[config.mk]
export PLATFORM = sky130hd
export DESIGN_NAME = base32_stream_decoder_core
export DESIGN_NICKNAME = d
export VERILOG_FILES = /design/src/rtl/core/b32d_pkg.sv /design/src/rtl/core/base32_stream_decoder_core.sv /design/src/rtl/core/b32d_cfg_regs.sv /design/src/rtl/core/b32d_classify.sv /design/src/rtl/core/b32d_pack.sv /design/src/rtl/core/b32d_serializer.sv
export SDC_FILE = /design/constraint.sdc
export NUM_CORES = 1
export LEC_CHECK = 0
export BUFFER_PORTS_ARGS = -buffer_cell sky130_fd_sc_hd__buf_4
export CAP_MARGIN = 10
export CORE_UTILIZATION = 35
export DETAILED_ROUTE_END_ITERATION = 7
export GPL_ROUTABILITY_DRIVEN = 0
export PLACE_DENSITY = 0.48
export SETUP_SLACK_MARGIN = 0.15
export SYNTH_ARGS = -nofsm -noshare
export SYNTH_HDL_FRONTEND = slang
export SYNTH_SLANG_ARGS = --single-unit
[constraint.sdc]
create_clock -name clk_i -period 8.2 [get_ports clk_i]
set_clock_uncertainty 0.2 [all_clocks]
set_input_delay 0 -clock clk_i [delete_from_list [all_inputs] [get_ports clk_i]]
set_output_delay 0 -clock clk_i [all_outputs]
set_load 0.05 [all_outputs]
[src/rtl/core/b32d_pkg.sv]
// ----------------------------------------------------------------------------
// b32d_pkg
// Shared types, constants and helpers of the base32 stream decoder.
// ----------------------------------------------------------------------------
`default_nettype none

package b32d_pkg;

  localparam int unsigned CharW        = 8;
  localparam int unsigned SymW         = 5;
  localparam int unsigned SymsPerGroup = 8;
  localparam int unsigned BytesPerGroup = 5;
  localparam int unsigned AlphabetSize = 32;
  localparam int unsigned AccW         = SymW * (SymsPerGroup - 1);
  localparam int unsigned GroupW       = SymW * SymsPerGroup;
  localparam int unsigned SymCntW      = $clog2(SymsPerGroup);
  localparam int unsigned CfgIdxW      = 3;
  localparam int unsigned CfgDataW     = 64;
  localparam int unsigned AlphaRegs    = 4;
  localparam int unsigned FifoDepth    = 4;
  localparam int unsigned FifoPtrW     = $clog2(FifoDepth);
  localparam int unsigned FifoCntW     = $clog2(FifoDepth + 1);
  localparam int unsigned ByteIdxW     = $clog2(BytesPerGroup);
  localparam int unsigned ShiftW       = $clog2(GroupW + 1);

  localparam logic [CharW-1:0]    PadReset    = 8'd61;
  localparam logic [SymCntW-1:0]  SymCntLast  = SymCntW'(SymsPerGroup - 1);
  localparam logic [ByteIdxW-1:0] ByteIdxLast = ByteIdxW'(BytesPerGroup - 1);

  typedef enum logic [CfgIdxW-1:0] {
    CfgAlpha0  = 3'd0,
    CfgAlpha1  = 3'd1,
    CfgAlpha2  = 3'd2,
    CfgAlpha3  = 3'd3,
    CfgPadChar = 3'd4
  } cfg_idx_e;

  typedef struct packed {
    logic [AlphabetSize-1:0][CharW-1:0] alpha;
    logic [CharW-1:0]                   pad;
  } cfg_t;

  typedef struct packed {
    logic [GroupW-1:0] bits;
    logic              msg_last;
  } grp_t;

  // left-align cnt collected symbols in a 40-bit group, missing symbols zero
  function automatic logic [GroupW-1:0] align_group(input logic [AccW-1:0]    acc,
                                                    input logic [SymCntW-1:0] cnt);
    logic [GroupW-1:0] w;
    logic [ShiftW-1:0] sh;
    w  = {{SymW{1'b0}}, acc};
    sh = ShiftW'(SymW) * (ShiftW'(SymsPerGroup) - ShiftW'(cnt));
    return w << sh;
  endfunction

  // byte idx of a group, most significant first
  function automatic logic [CharW-1:0] group_byte(input logic [GroupW-1:0]   bits,
                                                  input logic [ByteIdxW-1:0] idx);
    logic [CharW-1:0] b;
    b = '0;
    for (int i = 0; i < BytesPerGroup; i++) begin
      if (idx == ByteIdxW'(i)) begin
        b = bits[GroupW-1-CharW*i -: CharW];
      end
    end
    return b;
  endfunction

endpackage

`default_nettype wire

[src/rtl/core/base32_stream_decoder_core.sv]
// ----------------------------------------------------------------------------
// base32_stream_decoder_core
// Streaming base32 decoder with a programmable alphabet and pad character.
// ----------------------------------------------------------------------------
// Input channel: one character per item (in_char_i, end_of_input_i) under
// in_valid_i / in_stall_o. Characters outside the alphabet and pad are dropped.
// Output channel: decoded bytes under out_valid_o / out_stall_i, five bytes per
// group of eight symbols, run_last_o on the fifth byte, message_last_o on the
// last byte of a message. A partial group is flushed on end_of_input_i.
// Path: an item is held in the input register, its group is then written into
// a four-entry group queue, and its first byte is offered from the queue head.
// Throughput: one item per cycle, set by the single classify-and-pack stage;
// the output side drains one byte per cycle unless out_stall_i is high, and
// the input stalls only when the group queue is full.
// When the receiver stalls, bytes hold and the queue fills, then in_stall_o
// rises. Reset clears the queue, the accumulator and the alphabet, and sets
// the pad character to '='. Configuration writes take effect at the next edge;
// the user must make them while the block is idle; the block does not enforce it.
// ----------------------------------------------------------------------------
`default_nettype none

module base32_stream_decoder_core (
  input  wire logic                            clk_i,
  input  wire logic                            rst_ni,
  input  wire logic                            cfg_we_i,
  input  wire logic [b32d_pkg::CfgIdxW-1:0]    cfg_idx_i,
  input  wire logic [b32d_pkg::CfgDataW-1:0]   cfg_data_i,
  input  wire logic                            in_valid_i,
  output logic                                 in_stall_o,
  input  wire logic [b32d_pkg::CharW-1:0]      in_char_i,
  input  wire logic                            end_of_input_i,
  output logic                                 out_valid_o,
  input  wire logic                            out_stall_i,
  output logic [b32d_pkg::CharW-1:0]           out_byte_o,
  output logic                                 run_last_o,
  output logic                                 message_last_o
);

  b32d_pkg::cfg_t cfg;
  b32d_pkg::grp_t push_grp;
  logic           push;
  logic           fifo_full;

  b32d_cfg_regs u_cfg_regs (
    .clk_i      (clk_i),
    .rst_ni     (rst_ni),
    .cfg_we_i   (cfg_we_i),
    .cfg_idx_i  (cfg_idx_i),
    .cfg_data_i (cfg_data_i),
    .cfg_o      (cfg)
  );

  b32d_pack u_pack (
    .clk_i          (clk_i),
    .rst_ni         (rst_ni),
    .cfg_i          (cfg),
    .in_valid_i     (in_valid_i),
    .in_stall_o     (in_stall_o),
    .in_char_i      (in_char_i),
    .end_of_input_i (end_of_input_i),
    .fifo_full_i    (fifo_full),
    .push_o         (push),
    .push_grp_o     (push_grp)
  );

  b32d_serializer u_serializer (
    .clk_i          (clk_i),
    .rst_ni         (rst_ni),
    .push_i         (push),
    .push_grp_i     (push_grp),
    .fifo_full_o    (fifo_full),
    .out_valid_o    (out_valid_o),
    .out_stall_i    (out_stall_i),
    .out_byte_o     (out_byte_o),
    .run_last_o     (run_last_o),
    .message_last_o (message_last_o)
  );

endmodule

`default_nettype wire

[src/rtl/core/b32d_cfg_regs.sv]
// ----------------------------------------------------------------------------
// b32d_cfg_regs
// Alphabet and pad character registers with a plain write port.
// ----------------------------------------------------------------------------
`default_nettype none

module b32d_cfg_regs (
  input  wire logic                            clk_i,
  input  wire logic                            rst_ni,
  input  wire logic                            cfg_we_i,
  input  wire logic [b32d_pkg::CfgIdxW-1:0]    cfg_idx_i,
  input  wire logic [b32d_pkg::CfgDataW-1:0]   cfg_data_i,
  output b32d_pkg::cfg_t                       cfg_o
);

  logic [b32d_pkg::AlphaRegs-1:0][b32d_pkg::CfgDataW-1:0] alpha_q;
  logic [b32d_pkg::CharW-1:0]                             pad_q;

  always_ff @(posedge clk_i or negedge rst_ni) begin
    if (!rst_ni) begin
      alpha_q <= '0;
      pad_q   <= b32d_pkg::PadReset;
    end else if (cfg_we_i) begin
      unique case (b32d_pkg::cfg_idx_e'(cfg_idx_i))
        b32d_pkg::CfgAlpha0:  alpha_q[0] <= cfg_data_i;
        b32d_pkg::CfgAlpha1:  alpha_q[1] <= cfg_data_i;
        b32d_pkg::CfgAlpha2:  alpha_q[2] <= cfg_data_i;
        b32d_pkg::CfgAlpha3:  alpha_q[3] <= cfg_data_i;
        b32d_pkg::CfgPadChar: pad_q      <= cfg_data_i[b32d_pkg::CharW-1:0];
        default: ;
      endcase
    end
  end

  // symbol k sits in byte k of the flattened registers
  assign cfg_o.alpha = alpha_q;
  assign cfg_o.pad   = pad_q;

endmodule

`default_nettype wire

[src/rtl/core/b32d_classify.sv]
// ----------------------------------------------------------------------------
// b32d_classify
// Maps one character to its symbol value, or flags it as not a symbol.
// ----------------------------------------------------------------------------
`default_nettype none

module b32d_classify (
  input  wire b32d_pkg::cfg_t               cfg_i,
  input  wire logic [b32d_pkg::CharW-1:0]   char_i,
  output logic                              hit_o,
  output logic [b32d_pkg::SymW-1:0]         sym_o
);

  always_comb begin
    hit_o = 1'b0;
    sym_o = '0;
    // ascending scan so the highest matching index wins
    for (int k = 0; k < b32d_pkg::AlphabetSize; k++) begin
      if (cfg_i.alpha[k] != '0 && cfg_i.alpha[k] == char_i) begin
        hit_o = 1'b1;
        sym_o = b32d_pkg::SymW'(k);
      end
    end
    // pad takes precedence and decodes as zero
    if (cfg_i.pad != '0 && char_i == cfg_i.pad) begin
      hit_o = 1'b1;
      sym_o = '0;
    end
  end

endmodule

`default_nettype wire

[src/rtl/core/b32d_pack.sv]
// ----------------------------------------------------------------------------
// b32d_pack
// Input register, symbol accumulator and group push toward the output queue.
// ----------------------------------------------------------------------------
`default_nettype none

module b32d_pack (
  input  wire logic                         clk_i,
  input  wire logic                         rst_ni,
  input  wire b32d_pkg::cfg_t               cfg_i,
  input  wire logic                         in_valid_i,
  output logic                              in_stall_o,
  input  wire logic [b32d_pkg::CharW-1:0]   in_char_i,
  input  wire logic                         end_of_input_i,
  input  wire logic                         fifo_full_i,
  output logic                              push_o,
  output b32d_pkg::grp_t                    push_grp_o
);

  logic                             vld_q;
  logic [b32d_pkg::CharW-1:0]       char_q;
  logic                             eoi_q;
  logic [b32d_pkg::AccW-1:0]        acc_q, acc_d;
  logic [b32d_pkg::SymCntW-1:0]     cnt_q, cnt_d;
  logic                             advance;
  logic                             accept;
  logic                             work;
  logic                             hit;
  logic [b32d_pkg::SymW-1:0]        sym;
  logic [b32d_pkg::GroupW-1:0]      acc_wide;
  logic                             full_grp;

  b32d_classify u_classify (
    .cfg_i  (cfg_i),
    .char_i (char_q),
    .hit_o  (hit),
    .sym_o  (sym)
  );

  // the held item moves on only if the queue has room for its group
  assign advance    = !vld_q || !fifo_full_i;
  assign in_stall_o = !advance;
  assign accept     = in_valid_i && advance;
  assign work       = vld_q && advance;

  always_ff @(posedge clk_i or negedge rst_ni) begin
    if (!rst_ni) begin
      vld_q <= 1'b0;
    end else if (advance) begin
      vld_q <= accept;
    end
  end

  always_ff @(posedge clk_i) begin
    if (accept) begin
      char_q <= in_char_i;
      eoi_q  <= end_of_input_i;
    end
  end

  assign acc_wide = {acc_q, sym};
  assign full_grp = hit && cnt_q == b32d_pkg::SymCntLast;

  always_comb begin
    acc_d      = acc_q;
    cnt_d      = cnt_q;
    push_o     = 1'b0;
    push_grp_o = '0;
    if (work) begin
      if (full_grp) begin
        push_o              = 1'b1;
        push_grp_o.bits     = acc_wide;
        push_grp_o.msg_last = eoi_q;
        acc_d               = '0;
        cnt_d               = '0;
      end else if (hit) begin
        acc_d = acc_wide[b32d_pkg::AccW-1:0];
        cnt_d = cnt_q + 1'b1;
      end
      // flush a partial group at end of message
      if (eoi_q && cnt_d != '0) begin
        push_o              = 1'b1;
        push_grp_o.bits     = b32d_pkg::align_group(acc_d, cnt_d);
        push_grp_o.msg_last = 1'b1;
        acc_d               = '0;
        cnt_d               = '0;
      end
    end
  end

  always_ff @(posedge clk_i or negedge rst_ni) begin
    if (!rst_ni) begin
      acc_q <= '0;
      cnt_q <= '0;
    end else begin
      acc_q <= acc_d;
      cnt_q <= cnt_d;
    end
  end

endmodule

`default_nettype wire

[src/rtl/core/b32d_serializer.sv]
// ----------------------------------------------------------------------------
// b32d_serializer
// Group queue and byte serializer, five bytes per group.
// ----------------------------------------------------------------------------
`default_nettype none

module b32d_serializer (
  input  wire logic                         clk_i,
  input  wire logic                         rst_ni,
  input  wire logic                         push_i,
  input  wire b32d_pkg::grp_t               push_grp_i,
  output logic                              fifo_full_o,
  output logic                              out_valid_o,
  input  wire logic                         out_stall_i,
  output logic [b32d_pkg::CharW-1:0]        out_byte_o,
  output logic                              run_last_o,
  output logic                              message_last_o
);

  b32d_pkg::grp_t                   mem_q [b32d_pkg::FifoDepth];
  logic [b32d_pkg::FifoPtrW-1:0]    wr_ptr_q, rd_ptr_q;
  logic [b32d_pkg::FifoCntW-1:0]    cnt_q;
  logic [b32d_pkg::ByteIdxW-1:0]    idx_q;
  logic                             out_take;
  logic                             last_byte;
  logic                             pop;
  b32d_pkg::grp_t                   head;

  assign head        = mem_q[rd_ptr_q];
  assign fifo_full_o = cnt_q == b32d_pkg::FifoCntW'(b32d_pkg::FifoDepth);
  assign out_valid_o = cnt_q != '0;
  assign last_byte   = idx_q == b32d_pkg::ByteIdxLast;
  assign out_take    = out_valid_o && !out_stall_i;
  assign pop         = out_take && last_byte;

  assign out_byte_o     = b32d_pkg::group_byte(head.bits, idx_q);
  assign run_last_o     = last_byte;
  assign message_last_o = last_byte && head.msg_last;

  always_ff @(posedge clk_i) begin
    if (push_i) begin
      mem_q[wr_ptr_q] <= push_grp_i;
    end
  end

  always_ff @(posedge clk_i or negedge rst_ni) begin
    if (!rst_ni) begin
      wr_ptr_q <= '0;
      rd_ptr_q <= '0;
      cnt_q    <= '0;
      idx_q    <= '0;
    end else begin
      if (push_i) begin
        wr_ptr_q <= wr_ptr_q + 1'b1;
      end
      if (pop) begin
        rd_ptr_q <= rd_ptr_q + 1'b1;
      end
      if (push_i && !pop) begin
        cnt_q <= cnt_q + 1'b1;
      end else if (pop && !push_i) begin
        cnt_q <= cnt_q - 1'b1;
      end
      if (out_take) begin
        idx_q <= last_byte ? '0 : idx_q + 1'b1;
      end
    end
  end

endmodule

`default_nettype wire
Word-level counts from Yosys, hierarchy flattened
Memory sizes are Yosys's and may differ from the RTL's.
Cells that the tools add are included.

cells by class
  $mul = 1
  divide/modulo/power cells = 0
  add/sub/neg operators = 7
  mux-type cells = 89
  order comparisons = 0
  eq/ne operators = 43
  shift-type cells = 1
  bitwise logic cells = 0
  reduce and logical (&&, ||, !) cells = 92

operators by type and width
  operator               count
  $eq A8 B8 Y1           33
  $reduce_bool A8 Y1     33
  $mux W5                31
  $mux W35               4
  $mux W41               3
  $logic_and A1 B1 Y1    42
  $mux W8                5
  $shl A35 B6 Y40        1
  $mux W1                39
  $mux W3                7
  $eq A3 B2 Y1 const B   4
  $eq A3 B3 Y1 const B   4
  $reduce_and A2 Y1      5
  $add A3 B1 Y3 const B  3
  $eq A3 B1 Y1 const B   2
  $logic_not A1 Y1       6
  $logic_not A3 Y1       2
  $mul A3 B6 Y6 const A  1
  $reduce_bool A3 Y1     2
  $sub A4 B3 Y5 const A  1
  $add A2 B1 Y2 const B  2
  $sub A3 B1 Y3 const B  1
  $reduce_bool A2 Y1     1
  $logic_or A1 B1 Y1     1

storage, ports and cells
  memory bits (writable) = 164
  input port bits = 81
  logic and storage cells = 248
  output and inout port bits = 12
  ROM bits = 0
  flip-flop bits (word level) = 322
  latch bits = 0
  memories = 1

memory list
  memory              depth  width  read ports  clocked after Yosys merged registers in  write ports  line                   RTL
  u_serializer.mem_q  4      41     1           0                                        1            b32d_serializer.sv:20  b32d_pkg::grp_t mem_q [b32d_pkg::FifoDepth];

Logic depth before layout (Yosys ltp)
Gate-level depths: netlist of the first run.

  word-level depth = 46
  depth in mapped cells = 30
  depth with buffers taken out = 22

Modules after synthesis
A second synthesis of the first run with hierarchy kept.

second synthesis, totals
  cell total of the unflattened synthesis = 2113
  area total of the unflattened synthesis = 27267.4 um^2

modules (own cells, without submodules)
  module           instances  seq. area each (um^2)  area each (um^2)  cells an instance
  b32d_cfg_regs    1          6612.6                 10771.6           562
  b32d_serializer  1          5175.0                 7050.5            374
  b32d_pack        1          1246.2                 5424.0            634
  b32d_classify    1          0.0                    4021.4            543

Worst setup path before layout of the first run
No wires, ideal clock.

  path kind = register to register
  from = register u_pack.char_q[7] in the netlist's numbering
  to = memory u_serializer.mem_q[0][35] in the netlist's numbering, data pin
  setup slack = 1.788 ns
  data required time = 7.734 ns
  path buffers = 7
  clock period less this slack = 6.412 ns
  cell stages (with the launch flop) = 30
  arrival = 5.945 ns
  library setup time = 0.266 ns
  path through = edfxtp_1 -> buf_4 -> buf_8 -> buf_2 -> xor2_1 -> nor4_1 -> o2111ai_1 -> nand4_1 -> and4bb_2 -> and2_1 -> nand2_1 -> buf_2 -> buf_2 -> buf_2 -> and3_1 -> a21oi_1 -> ha_1 -> ha_1 -> ha_1 -> ha_1 -> inv_1 -> fa_1 -> and2_1 -> o211ai_1 -> and2_1 -> clkbuf_1 -> nand2_1 -> a221oi_1 -> o21ai_0 -> a32o_1

RTL lines
  what                    line                   RTL
  from (decl)             b32d_pack.sv:21        logic [b32d_pkg::CharW-1:0] char_q;
  from (signal assigned)  b32d_pack.sv:56        char_q <= in_char_i;
  to (decl)               b32d_serializer.sv:20

==> results.py, run 1 <==
metrics = {
    "detailed_routing": {
        "drt-pass1-iter-count": 5,
        "vias_per_cell": 5.684,
        "wl_per_cell_um": 24.12,
        "wl_um": 82000,
        "ant_nets": 0,
        "drt_iter0_markers": 1591,
        "via_count": 19330,
        "remaining_drc_errors": 0,
    },
    "clock_tree": {
        "clk_path_buf_depth": 3,
        "clkSlewWorstSetupHoldPaths_ns": 0.06,
        "post_cts_buffers": 0,
        "cts_tree": "done",
        "numCtsBuffers": 56,
        "cts_root_buffer": "clkbuf_16",
        "cts_max_level": 2,
        "cts_sinks": 486,
        "insertion_delay_ns": 0.64,
    },
    "critical_path": {
        "crit_type": "reg -> reg",
        "regToRegStartpoint": "u_pack.char_q[2]",
        "arrival_ns": 7.49,
        "critPathRequiredTime_ns": 8.31,
        "crit_start": "u_pack.char_q[2]",
        "end_kind": "flip-flop",
        "rrSetupSlack_ns": 0.81,
        "crit_path_max_fanout": 17,
        "startpoint_type": "flip-flop",
    },
    "pwr": {
        "power_leakage_nw": 12.29,
        "internal-power_w": 0.006541,
        "combPwrFrac_pct": 50.1,
        "peakVddDrop_mv": 0.3566,
        "p_switching_w": 0.005212,
        "p_sw_share_pct": 44.35,
        "power.density_nw_per_um2": 376.1,
        "power.share.clock_pct": 21.2,
        "power.share.sequential_pct": 28.7,
    },
    "sta": {
        "fmax_ghz": 0.1354,
        "slew_violations": 0,
        "min_period_ns": 7.388,
        "timing.final.crit_share_pct": 90.10,
        "hold_viol_final": 0,
        "finalSetupTns_ns": 0,
        "whs_ns": 0.02900,
        "fin_ws_ns": 0.8120,
        "finalSetupViolCount": 0,
        "rsz0062_at_grt": "no",
        "max_slew_margin_pct": 30.10,
        "tightest_slew_ns": 1.048,
    },
    "floorplan": {
        "die_y_um": 275.6,
        "dieArea_um2": 75960,
        "core-area_um2": 73450,
        "placementRows": 99,
        "die_w_um": 275.6,
        "start_util_pct": 35.67,
        "io_pins": 93,
    },
    "worst_hold_path": {
        "hp-class": "in -> reg",
        "worstHoldStart": "cfg_data_i[7]",
    },
    "global_route": {
        "grt_pass1_vias": 19800,
        "antenna_found_initial": 0,
        "grt_max_degree": 169,
        "grt_overflow": 0,
        "grt_usage_pct": 21.85,
        "grt_pass1_wl_um": 125900,
    },
    "finish": {
        "ff_latch_area_um2": 13040,
        "mostFrequentLayoutCells": "dfrtp_1, mux2_2, edfxtp_1",
        "fill_cells": 6848,
        "fin_cells": 3400,
        "multiInputGateArea_um2": 12380,
        "area_growth_pct": 19.28,
        "drive_gt1_share_pct": 24.38,
        "nNetsFinal": 2495,
        "antenna_cells": 0,
        "final_common_cell": "dfrtp_1",
    },
    "placed_design": {
        "numPortBuffers": 92,
        "dp_slack_ns": 1.032,
        "dp.cells": 3146,
        "dp_hpwl_um": 55140,
    },
    "flow_run": {
        "drv_cap": 0,
    },
    "synth": {
        "ys_ff_latch": 486,
        "syn-cell-area_um2": 26200,
        "postSynthCellCount": 2188,
        "syn-num-nets": 2288,
        "avgSynthCellArea_um2": 11.98,
        "ys.flop_type": "dfrtp_1",
        "yosysSeqAreaShare_pct": 49.74,
        "yosys_warnings": 0,
        "synthArstFlopShare_pct": 64.40,
        "synth.distinct_cells": 88,
        "synth-edff-count": 173,
    },
    "status": {
        "status": "completed",
    },
}
==> registers in the layout, summed over array words and instances (netlist names) <==
| signal | count |
|---|---|
| u_pack.acc_q | 35 |
| u_pack.char_q | 8 |
| u_cfg_regs.cfg_o | 256 |
| u_cfg_regs.pad_q | 8 |
| u_pack.vld_q | 1 |
| u_pack.cnt_q | 3 |
| u_serializer.wr_ptr_q | 2 |
| u_serializer.cnt_q | 3 |
| u_pack.eoi_q | 1 |
| u_serializer.rd_ptr_q | 2 |
| u_serializer.idx_q | 3 |
| u_serializer.mem_q | 164 |
==> cells in the mapped netlist (10+ instances only) <==
library cell	count	area share, %
and2_1	19	0.45
mux2_2	267	11
o2111ai_1	15	0.50
ha_1	17	0.81
edfxtp_1	173	20
clkbuf_1	90	1.3
a32o_1	10	0.38
xor2_1	147	4.9
o22ai_1	14	0.33
nor3_1	29	0.55
a22oi_1	10	0.29
nor4_1	71	1.7
nand2_1	167	2.4
nor2_1	101	1.4
buf_4	11	0.32
a22o_1	37	1.2
o31ai_1	10	0.29
o211ai_1	22	0.63
o2111a_1	11	0.47
mux2i_1	32	1.2
dfrtp_1	308	29
a21oi_1	116	2.2
o21ai_0	70	1.3
nand3_1	20	0.38
xnor2_1	92	3.1
mux4_2	55	4.7
nand4_1	23	0.55
buf_2	27	0.52
inv_1	35	0.50
==> final timing paths <==
path | cells past startpoint | endpoint
worst max-delay path | 23 | u_serializer.mem_q[1][19]
worst min-delay path | 3 | u_cfg_regs.cfg_o[207]
worst max register to register | 23 | u_serializer.mem_q[1][19]
worst min register to register | 1 | u_serializer.cnt_q[2]
max in group asynchronous | 4 | u_serializer.rd_ptr_q[0]
min in group asynchronous | 4 | u_cfg_regs.cfg_o[55]
==> cell families after synthesis <==
| kind of cell | after synthesis | share of synthesized area [%] |
|---|---|---|
| buffers and inverters | 181 | 3.218 |
| multiplexers | 361 | 18.03 |
| AO/OA/AOI/OAI | 426 | 11.26 |
| XOR/XNOR | 239 | 7.989 |
| AND/OR/NAND/NOR | 476 | 8.800 |
| adder cells (fa/ha/maj) | 19 | 0.9646 |
| flip-flops | 486 | 49.74 |
==> power by group through the flow <==
stage	combinational (W)	clock, W	sequential [W]
after floorplan	0.00408	0	0.00326
after global placement	0.00572	0	0.00341
after detailed placement	0.00569	0	0.00342
after CTS	0.00577	0.00255	0.00338
after global routing	0.00626	0.00265	0.00343
final	0.00588	0.00249	0.00338
==> stage by stage <==
step | area [um2] | utilization, % | total power [W]
2_1_floorplan | 26200 | - | 0.007340
5_1_grt | 31250 | 42.55 | 0.01234
4_1_cts | 31250 | 42.55 | 0.01170
6_report | 31250 | 42.55 | 0.01175
3_3_place_gp | 27890 | 37.97 | 0.009130
3_5_place_dp | 27900 | 37.98 | 0.009108
==> critical path, stage by stage (launching register included) <==
cell,delay [ns]
edfxtp_1,0.84
buf_4,0.31
xnor2_1,0.09
nand4_1,0.09
nor4_1,0.08
a22o_4,0.27
or4_4,0.56
nor4_2,0.29
buf_4,0.24
nand2_1,0.27
and3_1,0.28
a21oi_1,0.19
ha_2,0.20
ha_1,0.24
ha_1,0.36
inv_1,0.25
buf_4,0.35
nor2_1,0.16
nand2_1,0.15
o2bb2ai_1,0.09
a2111oi_0,0.52
buf_4,0.21
mux2i_1,0.09
o21ai_0,0.67
==> layout make-up <==
cell class | count | area share, %
clock buffer | 73 | 4.948
clock inverter | 31 | 0.9208
inverter | 36 | 0.4324
multi-input combinational | 1521 | 39.61
sequential | 486 | 41.71
tap | 959 | 3.839
timing repair buffer | 294 | 8.543
==> routing by layer <==
layer	vias to the layer above	track usage, %	part of all wire (%)
li1	8623	-	-
met1	9934	31.44	46
met2	628	34.24	45
met3	141	3.097	5.4
met4	0	6.034	2.7
met5	-	0	0
==> timing repair <==
action,CTS,global route
hold buffers,150,0
gates resized for setup,0,0
hold endpoints to repair,558,0
No activity file was read; power rests on OpenSTA's default activity.
==> run 2: changes to the inputs <==
--- a/config.mk
+++ b/config.mk
@@ -8,9 +8,12 @@
 export BUFFER_PORTS_ARGS = -buffer_cell sky130_fd_sc_hd__buf_4
 export CAP_MARGIN = 10
 export CORE_UTILIZATION = 35
+export CTS_BUF_LIST = sky130_fd_sc_hd__clkbuf_8
 export DETAILED_ROUTE_END_ITERATION = 7
 export GPL_ROUTABILITY_DRIVEN = 0
+export GPL_TIMING_DRIVEN = 0
 export PLACE_DENSITY = 0.48
+export RECOVER_POWER = 50
 export SETUP_SLACK_MARGIN = 0.15
 export SYNTH_ARGS = -nofsm -noshare
 export SYNTH_HDL_FRONTEND = slang
==> results.py, run 2 (same netlist as run 1, synthesis figures left out) <==
metrics = {
    "critical_path": {
        "crit_slowest_cell": "o2111ai_1",
        "path_buf_inv": 7,
        "critPathRequiredTime_ns": 8.48,
        "crit_path_max_fanout": 10,
        "critical_path.max_stage_delay_ns": 0.68,
        "r2r-end": "u_serializer.mem_q[1][16]",
        "regToRegStartpoint": "u_pack.char_q[4]",
        "ff2ff_path_depth": 25,
        "cp_top_family": "simple AND/OR/NAND/NOR gates",
        "rrSetupSlack_ns": 0.30,
        "end_kind": "flip-flop",
        "arrival_ns": 8.17,
        "crit_type": "reg -> reg",
        "crit_start": "u_pack.char_q[4]",
        "crit_path_frequent_cell": "ha_1",
        "startpoint_type": "flip-flop",
    },
    "sta": {
        "max_slew_margin_pct": -292.4,
        "slew_violations": 335,
        "rsz0062_at_grt": "no",
        "tightest_slew_ns": 5.886,
        "whs_ns": 0.04028,
        "fmax_ghz": 0.1266,
        "finalSetupTns_ns": 0,
        "finalSetupViolCount": 0,
        "hold_viol_final": 0,
        "min_period_ns": 7.896,
        "timing.final.crit_share_pct": 96.29,
    },
    "clock_tree": {
        "clkSlewWorstSetupHoldPaths_ns": 0.05,
        "numCtsBuffers": 90,
        "clk_path_buf_depth": 3,
        "insertion_delay_ns": 0.72,
        "cts_max_level": 3,
        "cts_sinks": 486,
        "cts_root_buffer": "clkbuf_8",
        "cts_tree": "done",
    },
    "detailed_routing": {
        "remaining_drc_errors": 0,
        "via_count": 20510,
        "ant_nets": 0,
        "wl_um": 92970,
        "drt_iter0_markers": 2012,
        "drt-pass1-iter-count": 6,
        "vias_per_cell": 5.757,
        "wl_per_cell_um": 26.10,
    },
    "placed_design": {
        "numPortBuffers": 92,
        "dp_hpwl_um": 65890,
    },
    "pwr": {
        "power_w": 0.01199,
        "peakVddDrop_mv": 0.3294,
        "power.density_nw_per_um2": 377.6,
        "power_leakage_nw": 12.59,
    },
    "global_route": {
        "grt_overflow": 0,
        "grt_usage_pct": 24.60,
        "grt_max_degree": 118,
        "grt_pass1_vias": 20460,
        "grt_pass1_wl_um": 137300,
        "antenna_found_initial": 2,
    },
    "floorplan": {
        "dieArea_um2": 75960,
        "die_y_um": 275.6,
        "die_w_um": 275.6,
        "placementRows": 99,
        "io_pins": 93,
        "core-area_um2": 73450,
        "start_util_pct": 35.67,
    },
    "worst_hold_path": {
        "hold_depth": 3,
        "worstHoldStart": "cfg_data_i[63]",
        "hp-class": "in -> reg",
        "holdPathEnd": "u_cfg_regs.cfg_o[71]",
    },
    "finish": {
        "drive_gt1_share_pct": 25.37,
        "final_common_cell": "dfrtp_1",
        "nNetsFinal": 2638,
        "fill_cells": 6980,
        "mostFrequentLayoutCells": "dfrtp_1, mux2_2, edfxtp_1",
        "largest_reg_flops": 256,
        "area_growth_pct": 21.19,
    },
    "status": {
        "status": "finished, violations left",
        "violations": "max-capacitance violations, max-slew violations",
    },
    "flow_run": {
        "drv_cap": 5,
    },
}
run 2: cell count changes in the layout (fill, tap and decap cells not counted), sizes merged, moves of 2 or more:
| cell | previous run | this run |
|---|---|---|
| bufinv | 4 | 1 |
| diode | 0 | 2 |
| clkbuf | 73 | 214 |
| dlygate4sd3 | 149 | 157 |
| inv | 38 | 75 |
| buf | 145 | 133 |
| clkinv | 23 | 12 |
run 2: worst min-delay path: cells and delay by family:
| kind | cells | cell delay [ns] |
|---|---|---|
| mux | 1 | 0.15 |
| buf+inv | 2 | 0.69 |
run 2: layer usage:
metal  track usage, %  up-vias  wire length [um]
met5                0        -                 0
met2            37.45      918             40750
met1            35.74    10450             42630
met3            3.976      221              6399
met4            7.575        0              3179
li1                 -     8918                 -
run 2: timing repair:
| item | CTS | global route |
|---|---|---|
| setup endpoints to repair | 288 | 162 |
| pin swaps | 0 | 2 |
| buffers inserted | 0 | 1 |
| hold buffers | 158 | 0 |
| gates resized for setup | 52 | 37 |
| endpoints found under the hold margin | 599 | 0 |
run 2: per-stage QoR:
stage                     util [%]  instances  setup WS [ns]  instance area, um2
after CTS                    43.14       3558         0.1547               31690
final                        43.23       3562         0.3041               31750
after floorplan                  -       2188          1.788               26200
after detailed placement     38.47       3245         -1.325               28260
after global routing         43.23       3562         0.1444               31750
after global placement       38.25       3239         -1.317               28090
run 2: how the worst max path moves through the flow:
stage,slack (ns),to,cells after the start
2_1_floorplan,1.79,u_serializer.mem_q[0][35],29
3_3_place_gp,-1.32,u_serializer.mem_q[0][27],24
3_5_place_dp,-1.33,u_serializer.mem_q[0][31],25
4_1_cts,0.15,u_serializer.mem_q[3][18],26
5_1_grt,0.14,u_serializer.mem_q[1][35],29
6_report,0.30,u_serializer.mem_q[1][16],25
run 2: power breakdown:
part           total [W]  internal [W]  switching [W]  leakage (nW)
logic            0.00641       0.00220        0.00421          6.09
registers        0.00337       0.00297       0.000392          5.51
clock network    0.00221       0.00117        0.00104         0.997
total             0.0120       0.00634        0.00565          12.6
run 2: final cells by class:
class / instances / area [um2] / share of cell area (%)
well taps: 959 / 1200 / 3.779
inverters: 36 / 135.1 / 0.4256
multi-input cells: 1521 / 12540 / 39.49
diodes: 2 / 5.005 / 0.01576
repair buffers: 258 / 2361 / 7.435
clock buffers: 102 / 1404 / 4.421
clock inverters: 53 / 296.5 / 0.9338
flip-flops and latches: 486 / 13030 / 41.05
plain buffers: 145 / 779.5 / 2.455
